===== config.mk =====
export PLATFORM = sky130hd
export DESIGN_NAME = brf_outq
export DESIGN_NICKNAME = d
export VERILOG_FILES = /design/src/hw/rtl/brf_pkg.sv /design/src/hw/rtl/brf_outq.sv
export SDC_FILE = /design/constraint.sdc
export NUM_CORES = 1
export LEC_CHECK = 0
export BUFFER_PORTS_ARGS = -buffer_cell sky130_fd_sc_hd__clkbuf_2
export CORE_MARGIN = 4
export CORE_UTILIZATION = 44
export DETAILED_ROUTE_END_ITERATION = 10
export PLACE_DENSITY = 0.76
export SLEW_MARGIN = 20
export SYNTH_ARGS = -nofsm -noshare
export SYNTH_HDL_FRONTEND = slang
export SYNTH_SLANG_ARGS = --single-unit

===== constraint.sdc =====
create_clock -name i_clk -period 2.9 [get_ports i_clk]
set_input_delay 0.87 -clock i_clk [delete_from_list [all_inputs] [get_ports i_clk]]
set_output_delay 0.87 -clock i_clk [all_outputs]
set_load 0.02 [all_outputs]

===== src/hw/rtl/brf_pkg.sv =====
// ----------------------------------------------------------------------------
// brf_pkg
// Shared widths, operation codes and the command and result words of the
// byte ring fifo.
// ----------------------------------------------------------------------------
package brf_pkg;

    localparam int W_BYTE   = 8;
    localparam int W_LVL    = 11;   // levels, run count, capacity
    localparam int W_CNT    = 7;    // pop count
    localparam int OQ_DEPTH = 4;    // result queue entries
    localparam int OQ_AW    = 2;

    localparam logic OP_PUSH = 1'b0;
    localparam logic OP_POP  = 1'b1;

    // classified command between front and back
    typedef struct packed {
        logic              op;
        logic [W_BYTE-1:0] data;
        logic              last;
        logic [W_CNT-1:0]  want;   // pop count already clamped
    } t_cmd;

    // one result word
    typedef struct packed {
        logic              accepted;
        logic [W_LVL-1:0]  run;
        logic [W_BYTE-1:0] data;
        logic              valid;
        logic              last;
        logic [W_LVL-1:0]  used;
        logic [W_LVL-1:0]  free;
    } t_res;

endpackage


===== src/hw/rtl/brf_outq.sv =====
// ----------------------------------------------------------------------------
// brf_outq
// Small result queue between the back end and the result ports.
// ----------------------------------------------------------------------------
module brf_outq
    import brf_pkg::*;
(
    input  logic             i_clk,
    input  logic             i_rst_n,
    input  logic             i_wr,
    input  t_res             i_res,
    output logic [OQ_AW:0]   o_cnt,
    output logic             o_empty,
    input  logic             i_pop,
    output t_res             o_res
);

    t_res             r_q [OQ_DEPTH];
    logic [OQ_AW-1:0] r_wp;
    logic [OQ_AW-1:0] r_rp;
    logic [OQ_AW:0]   r_cnt;
    logic             rd_en;

    assign o_cnt   = r_cnt;
    assign o_empty = (r_cnt == '0);
    assign rd_en   = i_pop && !o_empty;
    assign o_res   = r_q[r_rp];

    always_ff @(posedge i_clk) begin
        if (!i_rst_n) begin
            r_wp  <= '0;
            r_rp  <= '0;
            r_cnt <= '0;
        end else begin
            if (i_wr) begin
                r_wp <= r_wp + 1'b1;
            end
            if (rd_en) begin
                r_rp <= r_rp + 1'b1;
            end
            r_cnt <= r_cnt + (OQ_AW+1)'(i_wr) - (OQ_AW+1)'(rd_en);
        end
        if (i_wr) begin
            r_q[r_wp] <= i_res;
        end
    end

endmodule


==> flow_summary.ini <==
[synthesis]
yosys_warnings = 0
syn_avg_cell_area_um2 = 25.2
syn_nets = 328
postSynth.asyncResetShare_pct = 0
synthDistinctLibCells = 21
synth-seq-area-share_pct = 79.5
synthMostInstantiatedCell = edfxtp_1
synth_common_cells = 176 x edfxtp_1, 40 x mux4_2, 9 x dfxtp_1
ys_ff_latch = 185
synth_top_area_share_pct = 76.9
postSynthCellCount = 273
synthTopCellsByArea = edfxtp_1 77%, mux4_2 13%, dfxtp_1 2.6%, mux4_1 1.5%, buf_12 1.2%
yosysTopAreaCell = edfxtp_1
synth_edf_count = 176
ys.flop_type = edfxtp_1
synth_area_um2 = 6870

[clock_tree]
cts_tree = built
cts.clk_slew.worst_paths_ns = 0.06
clk_latency_ns = 0.42
cts_buffer_depth = 2
cts-root-buf = clkbuf_16
htree_levels = 4
cts_buffers = 17
postCtsHoldBufs = 0
cts.sinks = 185
post_cts_resize_count = 0
post_cts_buffers = 1

[sta]
period_share_pct = 93.6
setup_viol_count_final = 0
worst_pin_slew_ns = 0.464
fin_skew_ns = 0.00435
rsz0062_at_grt = no
hold_viol_final = 0
fin_crit_ns = 2.71
slew_violations = 0
max_clock_freq_mhz = 368
relSlewSlack_pct = 69.1
final.setup.tns_ns = 0

[die]
rows = 45
die_w_um = 133
io_pins = 96
dieHeight_um = 133
die-area_um2 = 17700
initial_core_util_pct = 45.0
core_region_area_um2 = 15300

[worst_setup_path]
path_cells = buf_12, mux4_2, clkbuf_2
crit_path_max_fanout = 13
start_kind = flip-flop
max_stage_delay_ns = 0.53
critPathKind = flip-flop to output pin
worst-path-buf-inv = 2
cp_slowest_cell = mux4_2
crit_family = multiplexers
worstSetupEndpointType = output pin
required_ns = 2.03
crit_arrival_ns = 1.84

[final_layout]
nets = 445
drive_gt1_share_pct = 44.9
antenna_cells = 0
area_growth_pct = 19.6
instances_no_fill = 614
num-fill-cells = 1179

[placement]
dp.cells = 581
port-buffer-count = 95
hpwl_mm = 7.52
place_congestion = 0.665

[drt]
firstDrtPassIters = 4
drc_errors = 0
antenna_left = 0
num_vias = 3148
drt_iter0_drc = 149
viasPerCell = 5.13
drt_wl_total_mm = 12.0
wl_per_cell_um = 19.6

[grt]
grt_pass1_vias = 3546
grt.overflow.total = 0
grt_pass1_wl_mm = 19.6
grt_antenna_before_repair = 1
grt.total_usage_pct = 14.9
grt_max_degree = 31

[power]
p_leak_nw = 2.84
p_clk_share_pct = 32.3
p_comb_share_pct = 20.2
p_int_w = 0.00498
worst_ir_drop_vdd_v = 0.000390
power_density_nw_per_um2 = 818
swShare_pct = 25.8
p_sw_w = 0.00174
total_power_w = 0.00672
seqPwrFrac_pct = 47.5

[run]
cap_viol_max_count = 0

[status]
status = finished, final reports clean

[min_path]
min_path_type = flip-flop to flip-flop
[power by group through the flow]
| stage | clock network [W] | logic, W | registers [W] |
|---|---|---|---|
| 2_1_floorplan | 0 | 0.00102 | 0.00321 |
| 3_3_place_gp | 0 | 0.00132 | 0.00327 |
| 3_5_place_dp | 0 | 0.00134 | 0.00328 |
| 4_1_cts | 0.00224 | 0.00139 | 0.00319 |
| 5_1_grt | 0.00235 | 0.00148 | 0.00321 |
| 6_report | 0.00217 | 0.00136 | 0.00319 |
[logic make-up after synthesis]
group,count (synthesis),share of synthesized area [%]
muxes,48,15.2
AOI/OAI and AO/OA,2,0.255
xor gates and xnor gates,2,0.455
and+or+nand+nor,14,1.18
DFF,185,79.5
buffers and inverters,15,1.97
adders and majority gates,7,1.38
[routing by layer]
metal	part of all wire (%)	global-route usage, %	vias to the layer above
met5	0.13	0	-
met4	1.5	5.20	2
met3	5.6	5.06	20
met2	50	23.8	83
met1	43	19.1	1655
li1	-	-	1388
[path summary, 6_finish.rpt]
path                        startpoint                   to  slack (ns)  cells after the start
setup / recovery             flip-flop            o_res[17]        0.19                      3
hold / removal    r_rp[1]$_SDFFE_PN0P_            flip-flop        0.49                      2
setup reg to reg   o_cnt[1]$_SDFF_PN0_  o_cnt[2]$_SDFF_PN0_        0.86                      8
hold reg to reg   r_rp[1]$_SDFFE_PN0P_            flip-flop        0.49                      2
[registers in the layout (all words and copies together), names as in the netlist, named ones only]
register,count
r_q,176
o_cnt,3
r_rp,2
r_wp,2
[worst reg2reg max path, cell delays in order (launching register included)]
cell and delay (ns):
dfxtp_1 0.38, o31a_1 0.39, ha_1 0.30, inv_1 0.06, ha_1 0.14, inv_1 0.05
fa_1 0.37, xnor3_1 0.18, nor2b_1 0.11
[per-stage QoR]
stage,worst slack [ns],hold slack [ns],instance area (um2),utilization (%)
after floorplan,0.564,0.449,6870,-
after global placement,0.447,0.458,7630,50.0
after detailed placement,0.431,0.483,7630,50.0
after CTS,0.131,0.490,8220,53.8
after global routing,0.0754,0.520,8220,53.8
final,0.186,0.492,8220,53.8
[cell type report]
cell class,count,area (um2),area share [%]
flip-flops and latches,185,5470,66.6
clock buffers,27,536,6.52
repair buffers,108,618,7.52
inverters,5,18.8,0.228
well taps,211,264,3.21
clock inverters,5,32.5,0.396
multi-input cells,73,1280,15.5
[cell usage in the layout, fill, tap and decap left out]
cell type / instances
dfxtp_2: 1
dfxtp_4: 1
xor2_1: 1
clkbuf_8: 3
inv_4: 1
clkbuf_1: 5
edfxtp_1: 176
nand2b_1: 2
o31a_1: 1
inv_1: 5
o311ai_0: 1
dfxtp_1: 7
clkbuf_2: 95
buf_12: 3
buf_8: 1
clkinvlp_4: 1
and2_1: 2
clkinv_4: 1
clkbuf_16: 19
mux2i_1: 4
mux4_1: 4
nor3_1: 1
buf_4: 9
clkinv_2: 2
ha_1: 6
and2_2: 4
mux4_2: 40
nand2_1: 2
fa_1: 1
nor2b_1: 3
xnor3_1: 1
(Power assumes the default switching activity.)
