--- config.mk ---
export PLATFORM = sky130hd
export DESIGN_NAME = brf_front
export DESIGN_NICKNAME = d
export VERILOG_FILES = /design/src/hw/rtl/brf_pkg.sv /design/src/hw/rtl/brf_front.sv
export SDC_FILE = /design/constraint.sdc
export NUM_CORES = 1
export LEC_CHECK = 0
export BUFFER_PORTS_ARGS = -buffer_cell sky130_fd_sc_hd__buf_2
export CORE_UTILIZATION = 45
export DETAILED_ROUTE_END_ITERATION = 12
export PLACE_DENSITY = 0.7
export SYNTH_ARGS = -nofsm -noshare
export SYNTH_HDL_FRONTEND = slang
export SYNTH_SLANG_ARGS = --single-unit
--- constraint.sdc ---
create_clock -name i_clk -period 4 [get_ports i_clk]
set_input_delay 0.2 -clock i_clk [delete_from_list [all_inputs] [get_ports i_clk]]
set_output_delay 0.2 -clock i_clk [all_outputs]
set_load 0.01 [all_outputs]
--- src/hw/rtl/brf_pkg.sv ---
// ----------------------------------------------------------------------------
// brf_pkg
// Shared widths, operation codes and the command and result words of the
// byte ring fifo.
// ----------------------------------------------------------------------------
package brf_pkg;

    localparam int W_BYTE   = 8;
    localparam int W_LVL    = 11;   // levels, run count, capacity
    localparam int W_CNT    = 7;    // pop count
    localparam int OQ_DEPTH = 4;    // result queue entries
    localparam int OQ_AW    = 2;

    localparam logic OP_PUSH = 1'b0;
    localparam logic OP_POP  = 1'b1;

    // classified command between front and back
    typedef struct packed {
        logic              op;
        logic [W_BYTE-1:0] data;
        logic              last;
        logic [W_CNT-1:0]  want;   // pop count already clamped
    } t_cmd;

    // one result word
    typedef struct packed {
        logic              accepted;
        logic [W_LVL-1:0]  run;
        logic [W_BYTE-1:0] data;
        logic              valid;
        logic              last;
        logic [W_LVL-1:0]  used;
        logic [W_LVL-1:0]  free;
    } t_res;

endpackage

--- src/hw/rtl/brf_front.sv ---
// ----------------------------------------------------------------------------
// brf_front
// Accepts input words, classifies them and holds them in a two-entry
// command queue for the back end.
// ----------------------------------------------------------------------------
module brf_front
    import brf_pkg::*;
#(
    parameter int MAX_POP = 64
) (
    input  logic              i_clk,
    input  logic              i_rst_n,
    input  logic              i_push,
    output logic              o_full,
    input  logic              i_operation,
    input  logic [W_BYTE-1:0] i_push_byte,
    input  logic              i_push_last,
    input  logic [W_CNT-1:0]  i_pop_count,
    output logic              o_cmd_vld,
    output t_cmd              o_cmd,
    input  logic              i_cmd_take
);

    t_cmd       r_q [2];
    logic       r_wp;
    logic       r_rp;
    logic [1:0] r_cnt;
    logic       wr_en;
    t_cmd       cmd_in;

    assign o_full    = (r_cnt == 2'd2);
    assign wr_en     = i_push && !o_full;
    assign o_cmd_vld = (r_cnt != 2'd0);
    assign o_cmd     = r_q[r_rp];

    always_comb begin
        cmd_in      = '0;
        cmd_in.op   = (i_operation == OP_POP) ? OP_POP : OP_PUSH;
        cmd_in.data = i_push_byte;
        cmd_in.last = i_push_last;
        // pop counts above the limit act as the limit
        cmd_in.want = (32'(i_pop_count) > MAX_POP) ? W_CNT'(MAX_POP) : i_pop_count;
    end

    always_ff @(posedge i_clk) begin
        if (!i_rst_n) begin
            r_wp  <= 1'b0;
            r_rp  <= 1'b0;
            r_cnt <= 2'd0;
        end else begin
            if (wr_en) begin
                r_wp <= ~r_wp;
            end
            if (i_cmd_take) begin
                r_rp <= ~r_rp;
            end
            r_cnt <= r_cnt + 2'(wr_en) - 2'(i_cmd_take);
        end
        if (wr_en) begin
            r_q[r_wp] <= cmd_in;
        end
    end

endmodule

==> impl_metrics.yaml, run 1 <==
timing:
  fmax_ghz: 0.499
  setup_ws_ns: 2.00
  fin_crit_ns: 2.00
  setup_viol: 0
  hold_viol_final: 0
  max_slew_margin_pct: 40.7
  worst_pin_slew_ns: 0.889
  rsz0062_at_grt: "no"
  tns_ns: 0
  skew_ns: 0.00986
  fin_crit_sh_pct: 50.1
  slew_viol_final: 0
final_layout:
  final_nets: 153
  antennaDiodeCount: 0
  fin_area_um2: 1830
  final_cell_count_no_fill: 175
  syn_to_final_growth_pct: 17.7
  drive_gt1_share_pct: 50.4
power_and_ir_drop:
  vdd_ir_drop_max_mv: 0.253
  p_total_uw: 853
  power_density_nw_per_um2: 467
  p_leak_nw: 0.755
detailed_routing:
  drt_first_pass_iters: 4
  vias: 801
  viasPerCell: 4.58
  drc_errors: 0
  drt-initial-drc-count: 19
  totalWireLength_mm: 2.18
  ant_nets: 0
  avgRoutedWirePerCell_um: 12.5
worst_setup_path:
  critPathMaxFanout: 17
  crit_arrival_ns: 1.80
  setup.worst_path.start_class: "flop"
  critical_path.endpoint_type: "output pin"
  required_ns: 3.80
  criticalPathCategory: "flop to output pin"
global_route:
  antenna_found_initial: 0
  grtUsageTotal_pct: 13.4
  grt_pass1_wl_mm: 3.35
  grt_max_degree: 18
  gr-total-overflow: 0
  grt_pass1_vias: 789
synthesis:
  synth.distinct_cells: 20
  syn-mean-instance-area_um2: 18.0
  yosys.area.top_type: "edfxtp_1"
  syn-num-nets: 109
  synthTopCellsByArea: "edfxtp_1, mux2_4, dfxtp_1, mux2_2, nor2b_1"
  ys.warnings.count: 0
  synth-seq-area-share_pct: 72.3
  synth_seq_cells: 39
  syn-cell-area_um2: 1550
  yosysTopAreaCellShare_pct: 65.8
  synth_cells: 86
placed_design:
  gp_congestion: 0.682
  dp_slack_ns: 2.31
  dp_cells: 167
  io_buffers: 39
  place_area_um2: 1770
  hpwl_mm: 1.56
cts:
  postCtsSetupBuffers: 0
  cts-root-buf: "clkbuf_4"
  clkLatencyLatePin_ns: 0.33
  cts_tree: "yes"
  clock-sinks: 39
  post_cts_resized: 0
  clkSlewWorstSetupHoldPaths_ns: 0.11
  cts_buffer_depth: 2
  cts-hold-fix-buffers: 0
  numCtsBuffers: 5
  h-tree-depth: 2
die:
  start_util_pct: 49.2
  fp.dieH_um: 60.7
  placementRows: 20
  core_area_um2: 3150
  die_x_um: 60.7
  ios: 40
  die-area_um2: 3690
worst_hold_path:
  hp-class: "input port to flop"
flow_run:
  maxCapViolCount: 0
run_status:
  outcome: "finished clean"
## Yosys cell counts, drive strengths merged
cell type and n:
or2 1, buf 2, ha 2, mux2 17
dfxtp 5, inv 3, xor2 1, nor2b 6
xnor2 1, nand2b 2, nor3 1, nor2 4
edfxtp 34, and3 1, and2 2, nand2 2
mux2i 1, clkbuf 1
## sequential cells by signal, indices dropped and copies added, names as in the netlist, named ones only
signal  cells
r_wp        1
r_rp        1
r_cnt       2
r_q        34
## layout by cell type (no fill, tap or decap), drive strengths merged
| cell type | n |
|---|---|
| xor2 | 1 |
| nor3 | 1 |
| ha | 2 |
| clkinv | 3 |
| mux2 | 17 |
| dfxtp | 5 |
| nor2b | 6 |
| nand2 | 2 |
| clkbuf | 5 |
| buf | 40 |
| inv | 3 |
| nand2b | 2 |
| xnor2 | 1 |
| edfxtp | 34 |
| mux2i | 1 |
| and3 | 1 |
| and2 | 2 |
| nor2 | 4 |
| or2 | 1 |
## metal layers
metal | global-route usage [%] | vias up | wire (um)
met3 | 4.26 | 2 | 102
li1 | - | 401 | -
met4 | 8.77 | 0 | 14
met1 | 14.0 | 380 | 873
met2 | 23.2 | 18 | 1190
met5 | 0 | - | 0
## through the flow
step                hold WS [ns]  util, %
global route              0.0311     57.9
detailed placement         0.395     56.3
global placement           0.391     56.3
CTS                       0.0281     57.9
finish                    0.0509     57.9
floorplan                  0.299        -
## final timing paths
check	start	slack (ns)	end	depth (start not counted)
max	flop	2.00	o_cmd[16]	2
min	i_push_byte[1]	0.05	r_q[0][9]	1
max reg2reg	r_cnt[0]	2.42	r_cnt[1]	8
min reg2reg	r_wp	0.50	r_wp	2
## worst max-delay path: stages, from the launching register on
cell and delay (ns):
dfxtp_1 0.92, mux2_2 0.42, buf_2 0.14
## cell families (layout without fill, tap and decap cells)
group                    count (synthesis)  after routing  synth area share [%]
XOR/XNOR                                 2              2                  1.13
adder cells (fa/ha/maj)                  2              2                  1.61
buffers and inverters                    6             51                  2.98
flip-flops                              39             39                  72.3
multiplexers                            18             18                  15.4
AND/OR/NAND/NOR                         19             19                  6.61
## cell type report
cell class | instances | area (um^2)
Clock inverter | 3 | 15.0
Fill cell | 278 | 1330
Inverter | 3 | 11.3
Timing Repair Buffer | 40 | 203
Clock buffer | 5 | 37.5
Multi-Input combinational cell | 41 | 384
Sequential cell | 39 | 1120
Tap cell | 44 | 55.1
## power by group
part | internal [mW] | switching [mW]
clock | 0.0654 | 0.118
combinational | 0.0813 | 0.0731
sequential | 0.494 | 0.0211
Power figures use the tool's default switching activity.
==> run 2, diff against run 1 <==
- clock period: 4 -> 2 ns (I/O delays scaled with it)
==> run 2 against run 1 <==
  * Global-route usage rose by 1.4 points
  * Clock skew up 0.0051 ns
  * Sequential share of layout area shrank 4.3 points
  * Combinational power is 120% higher
  * Register-to-register slack worse by 2.0 ns
  * Non-clock buffer count increased by 12
  * Critical path depth increased by 1
  * Sequential power is 98% higher
  * Worst hold slack got worse by 0.016 ns
  * Via count is 6.5% higher
  * Critical endpoint is now o_cmd[4]
  * Largest power group unchanged
==> impl_metrics.yaml, run 2 (synthesis results as in run 1) <==
worst_setup_path:
  reg2reg_slack_ns: 0.38
  worstSetupPathDepth: 3
  critPathMaxFanout: 10
  rr_worst_depth: 8
  timing.rr.start: "r_cnt[0]"
  setup.worst_path.start_class: "flop"
  crit_end: "o_cmd[4]"
  required_ns: 1.90
  crit_arrival_ns: 1.62
  cpLargestDelayFamily: "flip-flops"
  slowest_delay_ns: 0.53
  critical_path.endpoint_type: "output pin"
  crit_chain: "buf_4, mux2_4, buf_2"
  crit-reg2reg-capture: "r_cnt[1]"
  criticalPathCategory: "flop to output pin"
  critical-path-slowest-cell: "dfxtp_1"
  crit_buf_inv: 2
die:
  placementRows: 20
  fp.dieH_um: 60.7
  die-area_um2: 3690
  ios: 40
  core_area_um2: 3150
  start_util_pct: 49.2
  die_x_um: 60.7
timing:
  tns_ns: 0
  worst_pin_slew_ns: 0.334
  skew_ns: 0.0150
  max_slew_margin_pct: 77.7
  fin_crit_sh_pct: 86.1
  slew_viol_final: 0
  hold_ws_ns: 0.0350
  fin_crit_ns: 1.72
  fmax_ghz: 0.581
  hold_viol_final: 0
  rsz0062_at_grt: "no"
  setup_viol: 0
final_layout:
  syn_to_final_growth_pct: 26.7
  multiInputGateArea_um2: 384
  top_regs: "r_q: 34 flops, r_cnt: 2 flops"
  final_cell_mix: "buf_2, edfxtp_1, mux2_4, dlygate4sd3_1, mux2_2"
  drive_gt1_share_pct: 46.9
  seq_area_um2: 1120
  largest_register_ffs: 34
  fin_area_um2: 1970
  final_nets: 165
  nFillCells: 259
  layout_commonest_cell: "buf_2"
  regMostFlops: "r_q"
  antennaDiodeCount: 0
  final_util_pct: 62.3
power_and_ir_drop:
  clkPwrFrac_pct: 26.7
  seqPwrFrac_pct: 54.9
  p_int_mw: 1.42
  p_total_mw: 1.86
  vdd_ir_drop_max_mv: 0.655
  power_frac_comb_pct: 18.5
  power_density_nw_per_um2: 946
  p_leak_nw: 0.815
  p_switching_uw: 434
  sw_frac_of_total_pct: 23.4
detailed_routing:
  drt-initial-drc-count: 18
  drt_first_pass_iters: 3
  avgRoutedWirePerCell_um: 12.6
  vias: 853
  ant_nets: 0
  viasPerCell: 4.56
  totalWireLength_mm: 2.35
  drc_errors: 0
global_route:
  gr-total-overflow: 0
  met3_usage_pct: 4.48
  grt_busiest_layer: "met2"
  grt.met1_usage_pct: 16.3
  antenna_found_initial: 0
  grtUsageTotal_pct: 14.8
  use_met2_pct: 25.4
  grt_pass1_wl_mm: 3.66
  grt_max_degree: 18
  grt_pass1_vias: 835
cts:
  clkLatencyLatePin_ns: 0.34
  clock-sinks: 39
  post_cts_resized: 0
  cts-root-buf: "clkbuf_4"
  cts_buffer_depth: 2
  postCtsSetupBuffers: 0
  numCtsBuffers: 5
  cts-hold-fix-buffers: 10
  clkSlewWorstSetupHoldPaths_ns: 0.10
  h-tree-depth: 2
  cts_tree: "yes"
run_status:
  outcome: "finished clean"
placed_design:
  gp_congestion: 0.677
  io_buffers: 39
  place_area_um2: 1790
worst_hold_path:
  hp-class: "input port to flop"
flow_run:
  maxCapViolCount: 0
==> run 2: changes by cell type in the layout (fill, tap and decap cells not counted) <==
cell           before  now
dlygate4sd3_1       0   10
clkinv_1            0    1
buf_4               1    3
clkinv_2            3    1
bufinv_16           0    1
==> run 2: stage by stage <==
step | setup slack, ns | cells
after floorplan | 0.318 | 86
after global placement | 0.506 | 169
after detailed placement | 0.387 | 169
after CTS | 0.233 | 187
after global routing | 0.184 | 187
final | 0.279 | 187
==> run 2: power by group through the flow <==
stage | registers (mW) | clock network, mW | logic [mW]
after CTS | 1.02 | 0.514 | 0.351
after detailed placement | 1.04 | 0 | 0.334
after global placement | 1.03 | 0 | 0.322
after floorplan | 1.03 | 0 | 0.227
after global routing | 1.03 | 0.554 | 0.382
final | 1.02 | 0.496 | 0.343
==> run 2: final cells by class <==
class	instances	area share (%)
well taps	44	2.80
clock inverters	3	1.97
inverters	3	0.573
multi-input cells	41	19.5
repair buffers	52	16.2
clock buffers	5	1.91
flip-flops and latches	39	57.0
==> run 2: worst reg2reg max path: stages, from the launching register on <==
cell      delay, ns
dfxtp_1        0.36
nand2b_1       0.15
nand2_1        0.11
ha_1           0.29
inv_1          0.04
ha_1           0.18
xor2_1         0.15
and2_1         0.16
nor3_1         0.12
==> run 2: how the worst min path moves through the flow <==
stage,from,end,slack (ns),depth (start not counted)
after floorplan,i_push_byte[2],r_q[0][10],0.20,0
after global placement,i_push_byte[3],r_q[0][11],0.29,1
after detailed placement,i_push_byte[0],r_q[0][8],0.29,1
after CTS,i_rst_n,r_cnt[0],0.02,2
after global routing,i_rst_n,r_cnt[0],0.04,2
final,i_rst_n,r_cnt[0],0.04,2
==> run 2: per-layer routing <==
metal,share of wire (%),vias up,routed length (um)
met5,0,-,0
met4,1.8,0,42
met3,4.4,5,103
met2,55,20,1290
met1,39,405,918
li1,-,423,-
